`config.mk`:
```
export PLATFORM = sky130hd
export DESIGN_NAME = motion_score_debounce_detector
export DESIGN_NICKNAME = d
export VERILOG_FILES = /design/src/msd_pkg.sv /design/src/msd_div.sv /design/src/msd_mac.sv /design/src/motion_score_debounce_detector.sv
export SDC_FILE = /design/constraint.sdc
export NUM_CORES = 2
export LEC_CHECK = 0
export BUFFER_PORTS_ARGS = -buffer_cell sky130_fd_sc_hd__buf_2
export CORE_MARGIN = 4
export CORE_UTILIZATION = 37
export CTS_CLUSTER_DIAMETER = 80
export DETAILED_ROUTE_END_ITERATION = 8
export GPL_TIMING_DRIVEN = 0
export SETUP_SLACK_MARGIN = 0.05
export SLEW_MARGIN = 20
export SYNTH_ARGS = -nofsm -noshare
export SYNTH_HDL_FRONTEND = slang
export SYNTH_HIERARCHICAL = 1
export SYNTH_SLANG_ARGS = --single-unit
```
`constraint.sdc`:
```
create_clock -name clock -period 7.99 [get_ports clock]
set_input_delay 0 -clock clock [delete_from_list [all_inputs] [get_ports clock]]
set_output_delay 0 -clock clock [all_outputs]
set_load 0.05 [all_outputs]
```
`src/msd_pkg.sv`:
```
// Shared types, constants and codes of the motion score debounce detector.
`default_nettype none

package msd_pkg;

   // Field widths
   localparam int TIME_WIDTH  = 48;
   localparam int VAR_W       = 24;
   localparam int FEAT_W      = 16;
   localparam int NORM_W      = 17;
   localparam int WEIGHT_W    = 16;
   localparam int SCORE_W     = 24;
   localparam int SCORE_SHIFT = 12;
   localparam int CONF_W      = 17;
   localparam int RUN_W       = 8;
   localparam int HOLD_W      = 32;
   localparam int CSR_IDX_W   = 3;
   localparam int CSR_DATA_W  = 32;
   localparam int FEAT_COUNT  = 5;

   // Shared datapath widths
   localparam int DIV_W  = 23;
   localparam int QUO_W  = 16;
   localparam int PROD_W = WEIGHT_W + NORM_W + 1;
   localparam int ACC_W  = SCORE_W + SCORE_SHIFT;

   // Feature ranges (Q8.8 / Q16.8 raw units)
   localparam logic [VAR_W-1:0] VAR_HI    = VAR_W'(204800);
   localparam logic [VAR_W-1:0] ENT_LO    = VAR_W'(1024);
   localparam logic [VAR_W-1:0] ENT_HI    = VAR_W'(1792);
   localparam logic [VAR_W-1:0] SPREAD_HI = VAR_W'(12800);
   localparam logic [VAR_W-1:0] GRAD_HI   = VAR_W'(10240);
   localparam logic signed [NORM_W-1:0] CORR_ONE = NORM_W'(16384);
   localparam logic [NORM_W-1:0] NORM_ONE = NORM_W'(65536);
   localparam logic [CONF_W-1:0] CONF_ONE = CONF_W'(65536);
   localparam logic [RUN_W-1:0]  RUN_MAX  = '1;

   typedef enum logic [2:0] {
      ST_IDLE,
      ST_FEAT,
      ST_DIV,
      ST_DRAIN,
      ST_SCORE,
      ST_CONF,
      ST_CDIV,
      ST_FINISH
   } state_type;

   typedef enum logic [2:0] {
      FEAT_VARIANCE    = 3'd0,
      FEAT_ENTROPY     = 3'd1,
      FEAT_SPREAD      = 3'd2,
      FEAT_CORRELATION = 3'd3,
      FEAT_GRADIENT    = 3'd4
   } feat_type;

   typedef enum logic [CSR_IDX_W-1:0] {
      CSR_WEIGHT_VARIANCE    = 3'd0,
      CSR_WEIGHT_ENTROPY     = 3'd1,
      CSR_WEIGHT_IQR         = 3'd2,
      CSR_WEIGHT_CORRELATION = 3'd3,
      CSR_WEIGHT_GRADIENT    = 3'd4,
      CSR_THRESHOLD          = 3'd5,
      CSR_DEBOUNCE_NEEDED    = 3'd6,
      CSR_HOLD_TIMEOUT       = 3'd7
   } csr_idx_type;

   // Divider command: quotient of (num << 16) / den, num < den
   typedef struct packed {
      logic             start;
      logic [DIV_W-1:0] num;
      logic [DIV_W-1:0] den;
   } div_req_type;

   typedef struct packed {
      logic             done;
      logic [QUO_W-1:0] quo;
   } div_rsp_type;

   // Multiply-accumulate command
   typedef struct packed {
      logic                clr;
      logic                issue;
      logic [WEIGHT_W-1:0] weight;
      logic [NORM_W-1:0]   operand;
   } mac_req_type;

   typedef struct packed {
      logic             busy;
      logic [ACC_W-1:0] acc;
   } mac_rsp_type;

endpackage

`default_nettype wire

```
`src/msd_div.sv`:
```
// Shared restoring divider, one quotient bit per cycle.
`default_nettype none

module msd_div (
   input  wire logic                 clock,
   input  wire logic                 reset,
   input  wire msd_pkg::div_req_type req,
   output msd_pkg::div_rsp_type      rsp
);
   import msd_pkg::*;

   localparam int CNT_W = $clog2(QUO_W);

   logic             busy_ff, busy_in;
   logic             done_ff, done_in;
   logic [CNT_W-1:0] cnt_ff, cnt_in;
   logic [DIV_W-1:0] rem_ff, rem_in;
   logic [DIV_W-1:0] den_ff, den_in;
   logic [QUO_W-1:0] quo_ff, quo_in;
   logic [DIV_W:0]   rem_dbl;
   logic             fits;

   // One restoring step
   always_comb begin
      rem_dbl = {rem_ff, 1'b0};
      fits    = rem_dbl >= {1'b0, den_ff};
      busy_in = busy_ff;
      done_in = 1'b0;
      cnt_in  = cnt_ff;
      rem_in  = rem_ff;
      den_in  = den_ff;
      quo_in  = quo_ff;
      if (req.start) begin
         busy_in = 1'b1;
         cnt_in  = '0;
         rem_in  = req.num;
         den_in  = req.den;
         quo_in  = '0;
      end else if (busy_ff) begin
         rem_in = fits ? DIV_W'(rem_dbl - {1'b0, den_ff}) : rem_dbl[DIV_W-1:0];
         quo_in = {quo_ff[QUO_W-2:0], fits};
         cnt_in = cnt_ff + CNT_W'(1);
         if (cnt_ff == CNT_W'(QUO_W - 1)) begin
            busy_in = 1'b0;
            done_in = 1'b1;
         end
      end
   end

   // Control state
   always_ff @(posedge clock) begin
      if (reset) begin
         busy_ff <= 1'b0;
         done_ff <= 1'b0;
      end else begin
         busy_ff <= busy_in;
         done_ff <= done_in;
      end
   end

   // Datapath
   always_ff @(posedge clock) begin
      cnt_ff <= cnt_in;
      rem_ff <= rem_in;
      den_ff <= den_in;
      quo_ff <= quo_in;
   end

   assign rsp.done = done_ff;
   assign rsp.quo  = quo_ff;

endmodule

`default_nettype wire

```
`src/msd_mac.sv`:
```
// Shared multiplier with registered product and score accumulator.
`default_nettype none

module msd_mac (
   input  wire logic                 clock,
   input  wire logic                 reset,
   input  wire msd_pkg::mac_req_type req,
   output msd_pkg::mac_rsp_type      rsp
);
   import msd_pkg::*;

   logic signed [NORM_W:0]   op_s;
   logic signed [PROD_W-1:0] prod_ff, prod_in;
   logic signed [ACC_W-1:0]  acc_ff, acc_in;
   logic                     pv_ff;

   // Weight times normalized feature
   always_comb begin
      op_s    = $signed({1'b0, req.operand});
      prod_in = $signed(req.weight) * op_s;
      acc_in  = acc_ff + ACC_W'(prod_ff);
   end

   // Product-valid flag
   always_ff @(posedge clock) begin
      if (reset) begin
         pv_ff <= 1'b0;
      end else if (req.clr) begin
         pv_ff <= 1'b0;
      end else begin
         pv_ff <= req.issue;
      end
   end

   // Product and accumulator
   always_ff @(posedge clock) begin
      if (req.issue) begin
         prod_ff <= prod_in;
      end
      if (req.clr) begin
         acc_ff <= '0;
      end else if (pv_ff) begin
         acc_ff <= acc_in;
      end
   end

   assign rsp.busy = pv_ff;
   assign rsp.acc  = acc_ff;

endmodule

`default_nettype wire

```
`src/motion_score_debounce_detector.sv`:
```
// Top level: sequencer, feature clamping, confidence and debounce state.
`default_nettype none

// Each input beat carries five features and a timestamp and produces one
// result beat with score, confidence, detect flag and run count. Features are
// handled one after another: a feature inside its range goes through the
// shared 16-step divider, a clamped one and correlation skip the divider, and
// the weighted product feeds a shared multiplier/accumulator. With a positive
// threshold and a score between zero and the threshold, the same divider
// computes confidence. The divider yields one quotient bit per cycle; req_stall
// stays high while an item is in flight and drops as the result loads.
// A finished result sits in the output register, and the next item's result
// waits until that beat is taken. csr_ready is always high; registers should
// be written only while no item is in flight.
module motion_score_debounce_detector (
   input  wire logic                              clock,
   input  wire logic                              reset,
   // input channel
   input  wire logic                              req_valid,
   output logic                                   req_stall,
   input  wire logic [msd_pkg::VAR_W-1:0]         req_variance,
   input  wire logic [msd_pkg::FEAT_W-1:0]        req_entropy,
   input  wire logic [msd_pkg::FEAT_W-1:0]        req_spread,
   input  wire logic signed [msd_pkg::FEAT_W-1:0] req_correlation,
   input  wire logic [msd_pkg::FEAT_W-1:0]        req_gradient,
   input  wire logic [msd_pkg::TIME_WIDTH-1:0]    req_timestamp,
   // result channel
   output logic                                   rsp_valid,
   input  wire logic                              rsp_stall,
   output logic signed [msd_pkg::SCORE_W-1:0]     rsp_score,
   output logic [msd_pkg::CONF_W-1:0]             rsp_confidence,
   output logic                                   rsp_detected,
   output logic [msd_pkg::RUN_W-1:0]              rsp_run_count,
   // configuration
   input  wire logic                              csr_valid,
   output logic                                   csr_ready,
   input  wire logic [msd_pkg::CSR_IDX_W-1:0]     csr_index,
   input  wire logic [msd_pkg::CSR_DATA_W-1:0]    csr_data
);
   import msd_pkg::*;

   // Configuration registers
   logic signed [WEIGHT_W-1:0] w_ff [FEAT_COUNT];
   logic signed [SCORE_W-1:0]  thr_ff;
   logic [RUN_W-1:0]           deb_ff;
   logic [HOLD_W-1:0]          hold_ff;

   // Control and detection state
   state_type               state_ff, state_in;
   logic                    det_ff, det_in;
   logic [RUN_W-1:0]        run_ff, run_in;
   logic [TIME_WIDTH-1:0]   entry_ff, entry_in;
   logic                    rsp_valid_ff;

   // Item payload and working registers
   logic [VAR_W-1:0]           var_ff;
   logic [FEAT_W-1:0]          ent_ff, spr_ff, grad_ff;
   logic signed [FEAT_W-1:0]   corr_ff;
   logic [TIME_WIDTH-1:0]      ts_ff;
   feat_type                   k_ff;
   logic signed [SCORE_W-1:0]  score_ff;
   logic [CONF_W-1:0]          conf_ff, conf_in;

   // Output registers
   logic signed [SCORE_W-1:0] o_score_ff;
   logic [CONF_W-1:0]         o_conf_ff;
   logic                      o_det_ff;
   logic [RUN_W-1:0]          o_run_ff;

   // Shared unit links
   div_req_type div_req;
   div_rsp_type div_rsp;
   mac_req_type mac_req;
   mac_rsp_type mac_rsp;

   // Feature clamp / normalize
   logic [VAR_W-1:0]          feat_x, feat_lo, feat_hi;
   logic                      clamp_lo, clamp_hi, need_div;
   logic signed [FEAT_W-1:0]  corr_cl;
   logic signed [NORM_W-1:0]  corr_off;
   logic [NORM_W-1:0]         corr_norm, feat_norm;

   // Confidence decision
   logic                      thr_pos, score_pos, need_cdiv;
   logic [CONF_W-1:0]         conf_direct;

   // Debounce update
   logic                      above, expired, out_free, advance;
   logic [RUN_W-1:0]          run_inc;
   logic [TIME_WIDTH-1:0]     elapsed;

   msd_div u_div (
      .clock (clock),
      .reset (reset),
      .req   (div_req),
      .rsp   (div_rsp)
   );

   msd_mac u_mac (
      .clock (clock),
      .reset (reset),
      .req   (mac_req),
      .rsp   (mac_rsp)
   );

   // Select range of the current feature
   always_comb begin
      feat_x  = '0;
      feat_lo = '0;
      feat_hi = VAR_HI;
      case (k_ff)
         FEAT_VARIANCE: begin
            feat_x  = var_ff;
            feat_hi = VAR_HI;
         end
         FEAT_ENTROPY: begin
            feat_x  = VAR_W'(ent_ff);
            feat_lo = ENT_LO;
            feat_hi = ENT_HI;
         end
         FEAT_SPREAD: begin
            feat_x  = VAR_W'(spr_ff);
            feat_hi = SPREAD_HI;
         end
         FEAT_GRADIENT: begin
            feat_x  = VAR_W'(grad_ff);
            feat_hi = GRAD_HI;
         end
         default: begin
            feat_x = '0;
         end
      endcase
      clamp_lo = feat_x <= feat_lo;
      clamp_hi = feat_x >= feat_hi;
      need_div = (k_ff != FEAT_CORRELATION) && !clamp_lo && !clamp_hi;

      // correlation maps exactly: (c + 1.0) / 2 in Q1.16
      if (corr_ff < -FEAT_W'(CORR_ONE)) begin
         corr_cl = -FEAT_W'(CORR_ONE);
      end else if (corr_ff > FEAT_W'(CORR_ONE)) begin
         corr_cl = FEAT_W'(CORR_ONE);
      end else begin
         corr_cl = corr_ff;
      end
      corr_off  = NORM_W'(corr_cl) + CORR_ONE;
      corr_norm = {corr_off[NORM_W-2:0], 1'b0};

      if (k_ff == FEAT_CORRELATION) begin
         feat_norm = corr_norm;
      end else begin
         feat_norm = clamp_hi ? NORM_ONE : '0;
      end
   end

   // Confidence without division where possible
   always_comb begin
      thr_pos   = (thr_ff > 0);
      score_pos = (score_ff > 0);
      need_cdiv = thr_pos && score_pos && (score_ff < thr_ff);
      if (!thr_pos) begin
         conf_direct = score_pos ? CONF_ONE : '0;
      end else if (score_ff >= thr_ff) begin
         conf_direct = CONF_ONE;
      end else begin
         conf_direct = '0;
      end
   end

   // Debounce and hold
   always_comb begin
      above    = score_ff > thr_ff;
      run_inc  = (run_ff == RUN_MAX) ? RUN_MAX : run_ff + RUN_W'(1);
      elapsed  = (ts_ff >= entry_ff) ? ts_ff - entry_ff : '0;
      expired  = elapsed > TIME_WIDTH'(hold_ff);
      out_free = !rsp_valid_ff || !rsp_stall;
      det_in   = det_ff;
      run_in   = run_ff;
      entry_in = entry_ff;
      conf_in  = conf_ff;
      if (above && !det_ff) begin
         run_in = run_inc;
         if (run_inc >= deb_ff) begin
            det_in   = 1'b1;
            entry_in = ts_ff;
         end
      end else if (!above && det_ff) begin
         if (expired) begin
            det_in  = 1'b0;
            run_in  = '0;
            conf_in = '0;
         end
      end else if (!above && !det_ff) begin
         run_in = '0;
      end
   end

   // Next state
   always_comb begin
      state_in = state_ff;
      case (state_ff)
         ST_IDLE: begin
            if (req_valid) state_in = ST_FEAT;
         end
         ST_FEAT: begin
            if (need_div) begin
               state_in = ST_DIV;
            end else if (k_ff == FEAT_GRADIENT) begin
               state_in = ST_DRAIN;
            end
         end
         ST_DIV: begin
            if (div_rsp.done) begin
               state_in = (k_ff == FEAT_GRADIENT) ? ST_DRAIN : ST_FEAT;
            end
         end
         ST_DRAIN: begin
            if (!mac_rsp.busy) state_in = ST_SCORE;
         end
         ST_SCORE: begin
            state_in = ST_CONF;
         end
         ST_CONF: begin
            state_in = need_cdiv ? ST_CDIV : ST_FINISH;
         end
         ST_CDIV: begin
            if (div_rsp.done) state_in = ST_FINISH;
         end
         ST_FINISH: begin
            if (out_free) state_in = ST_IDLE;
         end
         default: begin
            state_in = ST_IDLE;
         end
      endcase
   end

   // Sequencer outputs
   always_comb begin
      req_stall = (state_ff != ST_IDLE);
      advance   = ((state_ff == ST_FEAT) && !need_div) ||
                  ((state_ff == ST_DIV) && div_rsp.done);

      mac_req.clr     = (state_ff == ST_IDLE) && req_valid;
      mac_req.issue   = advance;
      mac_req.weight  = w_ff[k_ff];
      mac_req.operand = (state_ff == ST_DIV) ? NORM_W'(div_rsp.quo) : feat_norm;

      div_req.start = ((state_ff == ST_FEAT) && need_div) ||
                      ((state_ff == ST_CONF) && need_cdiv);
      if (state_ff == ST_CONF) begin
         div_req.num = DIV_W'(score_ff);
         div_req.den = DIV_W'(thr_ff);
      end else begin
         div_req.num = DIV_W'(feat_x - feat_lo);
         div_req.den = DIV_W'(feat_hi - feat_lo);
      end
   end

   // Configuration writes
   always_ff @(posedge clock) begin
      if (reset) begin
         for (int i = 0; i < FEAT_COUNT; i++) begin
            w_ff[i] <= '0;
         end
         thr_ff  <= '0;
         deb_ff  <= '0;
         hold_ff <= '0;
      end else if (csr_valid && csr_ready) begin
         case (csr_idx_type'(csr_index))
            CSR_WEIGHT_VARIANCE:    w_ff[FEAT_VARIANCE]    <= csr_data[WEIGHT_W-1:0];
            CSR_WEIGHT_ENTROPY:     w_ff[FEAT_ENTROPY]     <= csr_data[WEIGHT_W-1:0];
            CSR_WEIGHT_IQR:         w_ff[FEAT_SPREAD]      <= csr_data[WEIGHT_W-1:0];
            CSR_WEIGHT_CORRELATION: w_ff[FEAT_CORRELATION] <= csr_data[WEIGHT_W-1:0];
            CSR_WEIGHT_GRADIENT:    w_ff[FEAT_GRADIENT]    <= csr_data[WEIGHT_W-1:0];
            CSR_THRESHOLD:          thr_ff  <= csr_data[SCORE_W-1:0];
            CSR_DEBOUNCE_NEEDED:    deb_ff  <= csr_data[RUN_W-1:0];
            CSR_HOLD_TIMEOUT:       hold_ff <= csr_data[HOLD_W-1:0];
            default: ;
         endcase
      end
   end

   // Control state
   always_ff @(posedge clock) begin
      if (reset) begin
         state_ff     <= ST_IDLE;
         det_ff       <= 1'b0;
         run_ff       <= '0;
         entry_ff     <= '0;
         rsp_valid_ff <= 1'b0;
      end else begin
         state_ff <= state_in;
         if ((state_ff == ST_FINISH) && out_free) begin
            det_ff       <= det_in;
            run_ff       <= run_in;
            entry_ff     <= entry_in;
            rsp_valid_ff <= 1'b1;
         end else if (rsp_valid_ff && !rsp_stall) begin
            rsp_valid_ff <= 1'b0;
         end
      end
   end

   // Payload and working registers
   always_ff @(posedge clock) begin
      if ((state_ff == ST_IDLE) && req_valid) begin
         var_ff  <= req_variance;
         ent_ff  <= req_entropy;
         spr_ff  <= req_spread;
         corr_ff <= req_correlation;
         grad_ff <= req_gradient;
         ts_ff   <= req_timestamp;
         k_ff    <= FEAT_VARIANCE;
      end else if (advance && (k_ff != FEAT_GRADIENT)) begin
         k_ff <= feat_type'(k_ff + 3'd1);
      end
      // accumulator is far below the saturation limits, so the floor shift is exact
      if (state_ff == ST_SCORE) begin
         score_ff <= mac_rsp.acc[ACC_W-1:SCORE_SHIFT];
      end
      if (state_ff == ST_CONF) begin
         conf_ff <= conf_direct;
      end else if ((state_ff == ST_CDIV) && div_rsp.done) begin
         conf_ff <= CONF_W'(div_rsp.quo);
      end
      if ((state_ff == ST_FINISH) && out_free) begin
         o_score_ff <= score_ff;
         o_conf_ff  <= conf_in;
         o_det_ff   <= det_in;
         o_run_ff   <= run_in;
      end
   end

   assign csr_ready      = 1'b1;
   assign rsp_valid      = rsp_valid_ff;
   assign rsp_score      = o_score_ff;
   assign rsp_confidence = o_conf_ff;
   assign rsp_detected   = o_det_ff;
   assign rsp_run_count  = o_run_ff;

   // Divider results only arrive while the sequencer waits for them
   a_div_done_wait: assert property (@(posedge clock) disable iff (reset)
      div_rsp.done |-> (state_ff == ST_DIV || state_ff == ST_CDIV))
      else $error("divider result outside a wait state");

   // A finished item lands in the output register and frees the input
   a_finish_load: assert property (@(posedge clock) disable iff (reset)
      (state_ff == ST_FINISH && out_free) |=> (rsp_valid_ff && state_ff == ST_IDLE))
      else $error("finished item not loaded into output register");

   // Detect flag moves only when an item completes
   a_det_only_finish: assert property (@(posedge clock) disable iff (reset)
      (state_ff != ST_FINISH) |=> $stable(det_ff))
      else $error("detect flag changed outside item completion");

   // Entering detection records the item's time
   a_entry_time: assert property (@(posedge clock) disable iff (reset)
      $rose(det_ff) |-> (entry_ff == $past(ts_ff)))
      else $error("entry time not captured on detection");

endmodule

`default_nettype wire
```
After elaboration in Yosys (flattened, before gate mapping)

Memories as Yosys holds them, arrays and structs flattened. A register that Yosys moved wholly into a read port is not among the register bits.
Cells that the tools add are included.

Output and inout bits: 53
Register bits after elaboration: 494
Input port bits: 176
Memories kept: 1
ROM bits: 0
Bits in writable memories: 80
Latch bits: 0

Memory list:

| memory | words | width | rd ports | clocked after Yosys merged registers in | write ports | RTL line                             | source |
|---|---|---|---|---|---|---|---|
| w_ff   | 5     | 16    | 1        | 1                                       | 5           | motion_score_debounce_detector.sv:43 | `logic signed [WEIGHT_W-1:0] w_ff [FEAT_COUNT];` |

Multiply operators: 1
Add/subtract/negate cells: 9
Mux-type cells: 75
Div/mod/pow operators: 0
Equal/unequal tests: 28
Bitwise logic cells: 6
Magnitude comparators: 13
Reduce and logical (&&, ||, !) cells: 40
Shifts and indexed selects: 0

Operators by type and width:

| operator            | number |
|---|---|
| $mux 17             | 11 |
| $mux 16             | 7 |
| $pmux 24 s4         | 1 |
| $mux 23             | 3 |
| $sub 23x23->23      | 3 |
| $pmux 18 s3         | 1 |
| $ge 48x48->1        | 1 |
| $gt 24x1->1 const B | 2 |
| $gt 48x32->1        | 1 |
| $mux 48             | 1 |
| $sub 48x48->48      | 1 |
| $mux 46             | 1 |
| $mux 8              | 5 |
| $add 36x34->36      | 1 |
| $mul 16x18->34      | 1 |
| $mux 1              | 33 |
| $eq 3x3->1 const B  | 9 |
| $mux 3              | 9 |
| $ge 24x18->1        | 1 |
| $ge 24x23->1        | 1 |
| $ge 24x24->1        | 1 |
| $gt 24x24->1        | 1 |
| $le 24x11->1        | 1 |
| $lt 24x24->1        | 1 |
| 31 further kinds    | 75 |

Depth between registers and ports, before layout

Word-level depth: 12
Depth in mapped cells: 36

By module

Netlist, hierarchy kept.

Modules (own cells, without submodules):

| module                         | cells each | area an instance (µm²) | times used | seq. area each (µm²) |
|---|---|---|---|---|
| motion_score_debounce_detector | 2104       | 22108.7                | 1          | 11841.4 |
| msd_mac                        | 1529       | 13660.6                | 1          | 1761.7 |
| msd_div                        | 397        | 4012.6                 | 1          | 1821.7 |

Worst setup path after synthesis

Ideal clock, no wire load.

Kind: register to register
Start point: register state_ff[2]
End point: register u_mac.acc_ff[29]
Clock period less this slack: 8.386 ns
Arrival time: 8.255 ns
Stages on the path, launching flop included: 9
Setup slack: -0.396 ns
Data required time: 7.860 ns
Library setup time: 0.130 ns
Buffers on the path: 5
Cell sequence: dfxtp_1 clkbuf_1 clkbuf_1 or3_1 nor2_1 clkbuf_1 clkbuf_1 buf_1 o22ai_1

RTL lines:

| item                   | RTL line                              | source |
|---|---|---|
| start, declared        | motion_score_debounce_detector.sv:49  | `state_type state_ff, state_in;` |
| start signal, assigned | motion_score_debounce_detector.sv:292 | `state_ff <= state_in;` |
| end signal, assigned   | msd_mac.sv:43                         | `acc_ff <= acc_in;` |
| end, declared          | msd_mac.sv:14                         | `logic signed [ACC_W-1:0] acc_ff, acc_in;` |

==> impl_metrics.yaml <==
logic_synthesis:
  ys_ff_latch: 577
  netlist_area_mm2: 0.0398
  syn_nets: 4729
  post-synth-top-count-cell: "sky130_fd_sc_hd__nand2_1"
  synthCells: 4030
  share_of_flip_flops_with_an_asynchronous_set_or_reset_after_synthesis: 0
  yosys-top-cells-area: "sky130_fd_sc_hd__edfxtp_1 29%, sky130_fd_sc_hd__fa_1 11%, sky130_fd_sc_hd__ha_1 9.8%, sky130_fd_sc_hd__dfxtp_1 9.6%, sky130_fd_sc_hd__nand2_1 4.4%"
  synth-edff-count: 387
  synth.lib_cells_used.distinct: 96
  synth_top_flop_cell: "sky130_fd_sc_hd__edfxtp_1"
  synth_top_cell_area_share: 0.292
  synth_sequential_area_ratio: 0.388
  syn_area_per_cell_um2: 9.87
  yosysTopAreaCell: "sky130_fd_sc_hd__edfxtp_1"
  ys_top_cells_by_count: "467 x sky130_fd_sc_hd__nand2_1, 450 x sky130_fd_sc_hd__inv_1, 387 x sky130_fd_sc_hd__edfxtp_1, 312 x sky130_fd_sc_hd__ha_1, 289 x sky130_fd_sc_hd__nor2_1"
  yosys_warnings: 6
die:
  die_h_um: 336
  chipWidth_um: 336
  initial_utilization: 0.372
  num_io_pins: 229
  core_region_area_mm2: 0.107
  floorplan.rows: 120
  full_die_area_mm2: 0.113
place:
  dp_cells: 5670
  pre_cts_ws_ns: -2.14
  io_buffers: 227
  finalWeightedCongestion: 0.966
  post-dp-hpwl_mm: 92.8
routing:
  via_count: 31681
  totalWireLength_mm: 120
  number_of_remaining_drc_errors: 0
  route.antenna.remaining_nets: 0
  drt-vias-per-instance: 5.27
  wire_per_inst_um: 20.0
  firstDrtPassIters: 7
  number_of_drc_violations_after_detailed_routing_iteration_0: 2540
setup_path:
  cpPeakStageDelay_ns: 0.54
  cp_max_fo: 8
  timing.critical_path.mode_cell: "sky130_fd_sc_hd__inv_1"
  timing.critical_path.required_ns: 8.37
  critPathLaunchType: "flop"
  path_buf_inv: 10
  worstSetupEndpointType: "flop"
  cp.arrival_ns: 8.26
  critical_path_class: "reg2reg"
  cp_slowest_cell: "sky130_fd_sc_hd__fa_1"
  critPathTopFamily: "adder cells"
cells_and_area:
  fraction_of_final_layout_cells_with_drive_strength_greater_than_1: 0.135
  finish.utilization: 0.447
  finish.cell_count_without_fillers: 6010
  syn_to_final_growth_pct: 20.2
  layout.nets: 5240
sta:
  rsz0062_at_grt: "yes"
  min_period_over_period: 0.986
  min_period_ns: 7.88
  final.hold.worst_slack_ns: 0.0580
  final-setup-viol-count: 0
  max_freq_mhz: 127
  tightestPinTransition_ns: 1.07
  final_max_slew_viol_count: 0
  relSlewSlack: 0.267
  worst_clock_skew_ns: 0.0312
  finalWorstSetupSlack_ns: 0.111
  hold_violations: 0
clocking:
  tritoncts_clock_tree: "built"
  cts_buffers: 60
  clock-root-buffer: "sky130_fd_sc_hd__clkbuf_16"
  cts_sinks: 577
  cts_max_path_buffers: 3
  path_clk_slew_ns: 0.06
  cts.htree.levels: 2
  clk_latency_ns: 0.65
global_routing:
  global_route_usage_sum: 0.209
  wire_length_of_the_first_global_routing_pass_mm: 183
  antenna_found_initial: 15
  gr-total-overflow: 0
  number_of_global_route_vias_before_repair: 31402
  pin_count_of_the_biggest_net_entering_global_routing: 30
power:
  power_density_mw_per_mm2: 342
  vdd_drop_max_v: 0.000232
  leakage_nw: 19.6
outcome:
  status: "completed"
hold_path:
  min_path_type: "in2reg"
job:
  max_cap_violations: 0
cell type report:
type                            count  area, um^2
Fill cell                       10090       59100
Buffer                            161         848
Clock inverter                     35         317
Antenna cell                       14        35.0
Sequential cell                   577       15400
Tap cell                         1403        1760
Timing Repair Buffer              460        3490
Multi-Input combinational cell   2829       22600
Clock buffer                       79        1670
Inverter                          452        1710
final timing paths:
check	from	to	slack (ns)	cells past startpoint
max	k_ff[2]$_SDFFE_PP0P_	u_mac/prod_ff[31]$_DFFE_PP_	0.11	34
min	req_timestamp[34]	ts_ff[34]$_DFFE_PP_	0.06	2
min reg2reg	hold_ff[24]$_SDFFE_PP0P_	hold_ff[24]$_SDFFE_PP0P_	0.45	2
max reg2reg	k_ff[2]$_SDFFE_PP0P_	u_mac/prod_ff[31]$_DFFE_PP_	0.11	34
layer usage:
metal	global-route usage	share of wire
met1	0.279	0.44
met2	0.346	0.46
met3	0.0369	0.067
met4	0.0677	0.033
met5	0	0.00034
kinds of logic after synthesis:
logic type | synth area share
flip-flops | 0.388
other | 0.0000943
XOR/XNOR | 0.0242
AO/OA/AOI/OAI | 0.135
buffers and inverters | 0.0611
adder cells (fa/ha/maj) | 0.204
AND/OR/NAND/NOR | 0.149
multiplexers | 0.0388
power by group:
part	switching, mW	total (mW)	internal, mW
Clock	1.21	2.82	1.61
Combinational	5.42	9.15	3.73
Sequential	0.344	4.38	4.04
layout by cell type (no fill, tap or decap), types with 64 or more instances in the layout:
master                          Yosys  final
sky130_fd_sc_hd__xnor2_1           64     64
sky130_fd_sc_hd__inv_1            450    437
sky130_fd_sc_hd__mux2i_1           97     97
sky130_fd_sc_hd__fa_1             211    207
sky130_fd_sc_hd__a21oi_1          271    266
sky130_fd_sc_hd__ha_1             312    298
sky130_fd_sc_hd__edfxtp_1         387    387
sky130_fd_sc_hd__buf_2             14    242
sky130_fd_sc_hd__dfxtp_1          190    185
sky130_fd_sc_hd__nand2_1          467    460
sky130_fd_sc_hd__a21o_1            92     92
sky130_fd_sc_hd__dlygate4sd3_1      0    180
sky130_fd_sc_hd__and2_1           182    178
sky130_fd_sc_hd__clkbuf_1         135    103
sky130_fd_sc_hd__o21ai_0          114    108
sky130_fd_sc_hd__nor2_1           289    285
worst register-to-register path, delay by kind of cell, from the launching register on:
| family | cells | cell delay, ns |
|---|---|---|
| adders and majority gates | 8 | 3.22 |
| buffers and inverters | 10 | 1.14 |
| DFF | 1 | 0.42 |
| AOI/OAI and AO/OA | 10 | 1.62 |
| xor gates and xnor gates | 1 | 0.15 |
| and+or+nand+nor | 5 | 1.07 |
state kept, by name, summed over array words and instances (netlist names), 16 cells and up, named ones only:
name,count
entry_ff,48
rsp_score,24
var_ff,24
u_mac/acc_ff,36
corr_ff,16
u_mac/prod_ff,34
spr_ff,16
conf_ff,17
rsp_confidence,17
thr_ff,24
ts_ff,48
ent_ff,16
grad_ff,16
score_ff,24
u_div/quo_ff,16
u_div/den_ff,23
w_ff,80
hold_ff,32
u_div/rem_ff,23
stage by stage:
| step | power, mW | instance area (um^2) | TNS (ns) |
|---|---|---|---|
| after CTS | 16.0 | 47300 | -0.0117 |
| after global routing | 17.5 | 47800 | -0.651 |
| after floorplan | 10.3 | 39800 | 0 |
| after global placement | 12.4 | 42700 | -40.66 |
| final | 16.4 | 47800 | 0 |
| after detailed placement | 12.5 | 42900 | -30.30 |
repair_timing:
item | 4_1_cts | 5_1_grt
gates cloned | 0 | 1
gates resized for setup | 136 | 117
pin swaps | 30 | 41
hold buffers | 180 | 0
setup buffers | 21 | 21
setup endpoints to repair | 23 | 49
hold endpoints to repair | 289 | 0
(Power assumes the default switching activity.)
